<file path="src/sv/mts_pkg.sv">
// Shared types, request codes and reset constants of the melody tone sequencer.
package mts_pkg;

    localparam int REQ_W = 3;
    localparam int IDX_IN_W = 8;
    localparam int LEN_W = 15;
    localparam int DIV_W = 16;
    localparam int NOTE_W = LEN_W + DIV_W;

    localparam int NOTE_DEPTH_DEF = 256;

    localparam logic [REQ_W-1:0] REQ_TICK  = 3'd0;
    localparam logic [REQ_W-1:0] REQ_PLAY  = 3'd1;
    localparam logic [REQ_W-1:0] REQ_STOP  = 3'd2;
    localparam logic [REQ_W-1:0] REQ_WRITE = 3'd3;
    localparam logic [REQ_W-1:0] REQ_TONE  = 3'd4;

    localparam logic [DIV_W-1:0] RELOAD_RST  = 16'd1000;
    localparam logic [LEN_W-1:0] COMPARE_RST = 15'd500;

    typedef struct packed {
        logic [REQ_W-1:0]    req_type;
        logic [IDX_IN_W-1:0] note_index;
        logic [LEN_W-1:0]    note_length;
        logic [DIV_W-1:0]    note_divider;
    } t_req;

    typedef struct packed {
        logic             tone_on;
        logic [DIV_W-1:0] period;
        logic [LEN_W-1:0] high_time;
        logic             melody_active;
    } t_res;

endpackage

</file>
<file path="src/sv/mts_seq.sv">
// Melody sequencer: request decode, note counters and note memory fetch.
module mts_seq #(
    parameter int NOTE_DEPTH = mts_pkg::NOTE_DEPTH_DEF,
    localparam int IDX_W = $clog2(NOTE_DEPTH)
) (
    input  logic                       i_clk,
    input  logic                       i_rst_n,
    input  logic                       i_req_v,
    input  mts_pkg::t_req              i_req,
    output logic                       o_busy,
    output logic                       o_res_v,
    output mts_pkg::t_res              o_res,
    output logic                       o_ram_en,
    output logic                       o_ram_we,
    output logic [IDX_W-1:0]           o_ram_addr,
    output logic [mts_pkg::NOTE_W-1:0] o_ram_wdata,
    input  logic [mts_pkg::NOTE_W-1:0] i_ram_rdata
);

    localparam logic S_IDLE  = 1'b0;
    localparam logic S_FETCH = 1'b1;
    localparam logic [IDX_W-1:0] LAST_IDX = IDX_W'(NOTE_DEPTH - 1);

    logic                         r_state, n_state;
    logic [IDX_W-1:0]             r_cur, n_cur;
    logic [IDX_W-1:0]             r_start, n_start;
    logic [mts_pkg::LEN_W-1:0]    r_ticks, n_ticks;
    logic                         r_pend, n_pend;
    logic                         r_en, n_en;
    logic [mts_pkg::DIV_W-1:0]    r_reload, n_reload;
    logic [mts_pkg::LEN_W-1:0]    r_compare, n_compare;

    logic [IDX_W-1:0]             idx;
    logic [IDX_W-1:0]             nxt_idx;
    logic [mts_pkg::LEN_W-1:0]    rd_len;
    logic [mts_pkg::DIV_W-1:0]    rd_div;

    if (NOTE_DEPTH >= 256) begin : g_no_wrap
        assign idx = IDX_W'(i_req.note_index);
    end else begin : g_wrap
        // Wrap the request index by reciprocal multiplication: quotient, then remainder.
        localparam int RECIP_SHIFT = 16;
        localparam int RECIP = ((1 << RECIP_SHIFT) + NOTE_DEPTH - 1) / NOTE_DEPTH;

        logic [23:0]                   q_prod;
        logic [mts_pkg::IDX_IN_W-1:0]  q_est;
        logic [15:0]                   q_back;
        logic [mts_pkg::IDX_IN_W-1:0]  idx_rem;

        assign q_prod  = 24'(i_req.note_index) * 24'(RECIP);
        assign q_est   = q_prod[23:16];
        assign q_back  = 16'(q_est) * 16'(NOTE_DEPTH);
        assign idx_rem = i_req.note_index - q_back[mts_pkg::IDX_IN_W-1:0];
        assign idx     = IDX_W'(idx_rem);
    end

    assign nxt_idx = (r_cur == LAST_IDX) ? '0 : r_cur + 1'b1;
    assign rd_len  = i_ram_rdata[mts_pkg::NOTE_W-1 -: mts_pkg::LEN_W];
    assign rd_div  = i_ram_rdata[mts_pkg::DIV_W-1:0];

    always_comb begin
        n_state     = r_state;
        n_cur       = r_cur;
        n_start     = r_start;
        n_ticks     = r_ticks;
        n_pend      = r_pend;
        n_en        = r_en;
        n_reload    = r_reload;
        n_compare   = r_compare;
        o_ram_en    = 1'b0;
        o_ram_we    = 1'b0;
        o_ram_addr  = idx;
        o_ram_wdata = {i_req.note_length, i_req.note_divider};
        o_res_v     = 1'b0;
        case (r_state)
            S_IDLE: begin
                if (i_req_v) begin
                    o_res_v = 1'b1;
                    case (i_req.req_type)
                        mts_pkg::REQ_TICK: begin
                            if (r_pend) begin
                                // pending start wins: fetch the first note
                                n_pend     = 1'b0;
                                n_cur      = r_start;
                                o_ram_addr = r_start;
                                o_ram_en   = 1'b1;
                                n_state    = S_FETCH;
                                o_res_v    = 1'b0;
                            end else if (r_ticks != '0) begin
                                n_ticks = r_ticks - 1'b1;
                                if (r_ticks == mts_pkg::LEN_W'(1)) begin
                                    n_cur      = nxt_idx;
                                    o_ram_addr = nxt_idx;
                                    o_ram_en   = 1'b1;
                                    n_state    = S_FETCH;
                                    o_res_v    = 1'b0;
                                end
                            end
                        end
                        mts_pkg::REQ_PLAY: begin
                            n_start = idx;
                            n_pend  = 1'b1;
                        end
                        mts_pkg::REQ_STOP: begin
                            n_ticks = '0;
                            n_pend  = 1'b0;
                            n_en    = 1'b0;
                        end
                        mts_pkg::REQ_WRITE: begin
                            o_ram_en = 1'b1;
                            o_ram_we = 1'b1;
                        end
                        mts_pkg::REQ_TONE: begin
                            n_reload  = i_req.note_divider;
                            n_compare = i_req.note_divider[mts_pkg::DIV_W-1:1];
                            n_en      = 1'b1;
                        end
                        default: begin
                        end
                    endcase
                end
            end
            S_FETCH: begin
                o_res_v = 1'b1;
                n_state = S_IDLE;
                n_ticks = rd_len;
                if (rd_len == '0 || rd_div == '0) begin
                    // melody end or rest: silence the output
                    n_en = 1'b0;
                end else begin
                    n_reload  = rd_div;
                    n_compare = rd_div[mts_pkg::DIV_W-1:1];
                    n_en      = 1'b1;
                end
            end
            default: begin
                n_state = S_IDLE;
            end
        endcase
    end

    always_ff @(posedge i_clk) begin
        if (!i_rst_n) begin
            r_state   <= S_IDLE;
            r_cur     <= '0;
            r_start   <= '0;
            r_ticks   <= '0;
            r_pend    <= 1'b0;
            r_en      <= 1'b0;
            r_reload  <= mts_pkg::RELOAD_RST;
            r_compare <= mts_pkg::COMPARE_RST;
        end else begin
            r_state   <= n_state;
            r_cur     <= n_cur;
            r_start   <= n_start;
            r_ticks   <= n_ticks;
            r_pend    <= n_pend;
            r_en      <= n_en;
            r_reload  <= n_reload;
            r_compare <= n_compare;
        end
    end

    assign o_busy = (r_state == S_FETCH);

    always_comb begin
        o_res.tone_on       = n_en;
        o_res.period        = n_reload;
        o_res.high_time     = n_compare;
        o_res.melody_active = n_pend || (n_ticks != '0);
    end

    a_fetch_one_cycle: assert property (@(posedge i_clk) disable iff (!i_rst_n)
        r_state == S_FETCH |=> r_state == S_IDLE)
        else $error("fetch state held longer than one cycle");

    a_pending_fetches: assert property (@(posedge i_clk) disable iff (!i_rst_n)
        (r_state == S_IDLE && i_req_v && i_req.req_type == mts_pkg::REQ_TICK && r_pend)
        |=> (r_state == S_FETCH && !r_pend))
        else $error("tick with pending start did not fetch the first note");

    a_no_write_in_fetch: assert property (@(posedge i_clk) disable iff (!i_rst_n)
        r_state == S_FETCH |-> !o_ram_we)
        else $error("note memory written during a fetch");

    a_result_once: assert property (@(posedge i_clk) disable iff (!i_rst_n)
        (r_state == S_IDLE && i_req_v && !o_res_v) |=> o_res_v)
        else $error("deferred result not produced after fetch");

endmodule

</file>
<file path="config.mk">
export PLATFORM = sky130hd
export DESIGN_NAME = mts_seq
export DESIGN_NICKNAME = d
export VERILOG_FILES = /design/src/sv/mts_pkg.sv /design/src/sv/mts_seq.sv
export SDC_FILE = /design/constraint.sdc
export NUM_CORES = 1
export LEC_CHECK = 0
export ABC_AREA = 0
export BUFFER_PORTS_ARGS = -buffer_cell sky130_fd_sc_hd__buf_2
export CAP_MARGIN = 20
export CORE_UTILIZATION = 45
export CTS_CLUSTER_SIZE = 30
export DETAILED_ROUTE_END_ITERATION = 8
export PLACE_DENSITY = 0.73
export SETUP_SLACK_MARGIN = 0.05
export SYNTH_ARGS = -nofsm -noshare
export SYNTH_HDL_FRONTEND = slang
export SYNTH_SLANG_ARGS = --single-unit
</file>
<file path="constraint.sdc">
create_clock -name i_clk -period 2.98 [get_ports i_clk]
set_input_delay 0.596 -clock i_clk [delete_from_list [all_inputs] [get_ports i_clk]]
set_output_delay 0.596 -clock i_clk [all_outputs]
set_load 0.005 [all_outputs]
</file>
==> metrics.csv <==
metric,value,unit
remaining_drc_errors,0,
end_kind,output pin,
cts_tree,done,
h-tree-depth,3,
synthFlopType,dfxtp_1,
hold_violations,0,
setup_violations,4,
maxCapViolCount,0,
grt-ovfl-total,0,
vias,4571,
drt-total-wl,13.92,mm
grt_pass1_vias,4292,
regArea,1318,µm²
power,0.003377,W
portBuffers,121,
cts_hold_buf,0,
grt_use_total,26.73,%
fin_crit,3.111,ns
period_share,104.4,%
ios,152,
start_util,47.10,%
skew,0.01302,ns
synthCells,521,
nets,746,
syn_area,4393,µm²
antenna_left,0,
violations,setup timing,
yosysWarnings,0,
ys_ff_latch,65,
utilization,62.86,%
numCtsBuffers,9,
final_area,5863,µm²
ys_types,63,
design.die.area,10160,µm²
netlist_top_cells_area,"dfxtp_1, mux2i_1, buf_4, o21ai_0, and2_1",
rsz0062_at_grt,true,
dpl.hpwl,9.719,mm
synth_fp_nets,600,
setup_slack,-0.1313,ns
synth_edf_count,0,
reg2reg_depth,6,
ys_seq_area_share,29.62,%
clk_pin_slew,0.07,ns
max_freq,321.4,MHz
min_to,r_start[0],
p_per_area,576.0,nW/µm²
hold_depth,2,
crit_required,2.38,ns
dpl_cell_area,5192,µm²
ctsLongestPathBuffers,2,
async_flop_share,0,%
syn_to_final_growth,33.47,%
antenna_found_initial,0,
drt_iter0_drc,195,
num_rows,35,
die_y,100.8,µm
grt_max_degree,49,
criticalPathCategory,register to output pin,
rrSetupSlack,0.84,ns
n_antenna_cell,0,
slew_violations,0,
crit_path_max_fanout,5,
gp_congestion,1.008,
clockRootBuffer,clkbuf_8,
synth_top_area_cell,dfxtp_1,
r2r_start,r_ticks[13],
wl_per_cell,17.38,µm
grt_pass1_wl,21.27,mm
ir_drop,318.4,µV
clock_latency,0.34,ns
fillers,815,
tightest_slew,0.6600,ns
hold_path.class,register to register,
outcome,"complete, but fails checks",
multi_input_area,2867,µm²
cts.sinks,65,
p_leak,2.488,nW
slew_headroom,55.44,%
yosysTopAreaCellShare,29.62,%
start_kind,register,
die_w,100.8,µm
fp.coreArea,9328,µm²
min_from,r_start[0],
drt-pass1-iter-count,4,
avgSynthCellArea,8.432,µm²
drive_gt1_share,40.63,%
rr_endpoint,r_ticks[0],
vias_per_cell,5.707,
arrival,2.52,ns
power by group:
part | switching, W | leakage [nW] | internal, W
registers | 0.0000604 | 0.531 | 0.000921
logic | 0.000782 | 1.85 | 0.000826
clock network | 0.000355 | 0.103 | 0.000433
cells by family (layout without fill, tap and decap cells):
family,Yosys count,count (layout),synth area share [%]
compound gates,113,113,16.98
simple gates,200,200,27.17
mux,67,67,15.27
xor+xnor,5,5,0.9970
buf+inv,68,219,9.114
flops,65,65,29.62
fa+ha+maj,3,3,0.8545
cell usage in the layout (no fill, tap or decap), drive strengths merged, types with 13 or more instances in the layout:
| cell type | instances |
|---|---|
| mux2i | 67 |
| dfxtp | 65 |
| nor2 | 35 |
| nand2b | 17 |
| and2 | 32 |
| o21ai | 52 |
| buf | 196 |
| a21oi | 16 |
| nor3 | 13 |
| nand2 | 20 |
| or2 | 15 |
metal layers:
layer	routed length, µm	share of wire [%]	GRT usage, %	up-vias
li1	-	-	-	2173
met1	6022	43	34.00	2182
met2	6762	49	44.05	193
met3	907	6.5	5.964	23
met4	230	1.7	10.26	0
met5	0	0	0	-
worst max path at each step:
stage / start / endpoint / slack (ns) / cells after the start
floorplan: r_ticks[0] / o_res[0] / 0.31 / 8
global placement: i_req[41] / o_res[0] / -0.08 / 8
detailed placement: i_req[41] / o_res[0] / -0.09 / 8
CTS: r_ticks[0] / o_res[0] / -0.11 / 10
global route: r_ticks[1] / o_res[0] / -0.28 / 8
finish: r_ticks[1] / o_res[0] / -0.13 / 8
repair_timing:
item	in CTS	in global routing
endpoints found under the hold margin	0	0
gates resized for setup	17	50
pin swaps	8	12
gates cloned	2	1
setup endpoints to repair	19	38
setup buffers	4	22
flip-flops by register name (all words and copies together) (netlist names):
name       count
r_reload      16
r_compare     15
r_ticks       15
r_cur          8
r_start        8
o_busy         1
r_en           1
r_pend         1
cells in the mapped netlist (all sizes together) (3+ instances only):
| library cell | number |
|---|---|
| o211a | 4 |
| buf | 41 |
| nor4 | 12 |
| o21a | 5 |
| nand2b | 17 |
| clkbuf | 20 |
| o21ai | 52 |
| nand4 | 11 |
| ha | 3 |
| and3 | 3 |
| or4 | 9 |
| a31oi | 7 |
| a21oi | 16 |
| inv | 6 |
| o211ai | 6 |
| mux2i | 67 |
| xnor2 | 3 |
| nor3 | 13 |
| nor2 | 35 |
| dfxtp | 65 |
| nand3 | 12 |
| nor4b | 5 |
| and4 | 3 |
| nor3b | 3 |
| or3 | 3 |
| and2 | 32 |
| nand2 | 20 |
| or2 | 15 |
| o311ai | 5 |
worst max-delay path, cell delays in order (launching register included):
cell	delay, ns
dfxtp_2	0.32
buf_4	0.15
or4_4	0.49
or3_4	0.35
o211ai_2	0.20
nand3_2	0.11
nor4_2	0.27
nand4_1	0.13
buf_2	0.15
final cells by class:
type	instances	share of cell area, %
inverters	7	0.4481
flip-flops and latches	65	22.47
clock buffers	12	2.646
repair buffers	196	21.92
multi-input cells	388	48.89
clock inverters	4	0.8749
well taps	129	2.753
metrics by stage:
stage	setup slack, ns	TNS (ns)	hold WS (ns)	cells
after floorplan	0.3129	0	0.4543	521
after global placement	-0.07863	-0.07863	0.4754	758
after detailed placement	-0.08873	-0.08873	0.4898	758
after CTS	-0.1084	-0.6882	0.4918	780
after global routing	-0.2763	-0.7598	0.4906	801
final	-0.1313	-0.1902	0.5007	801
(Power assumes the default switching activity.)
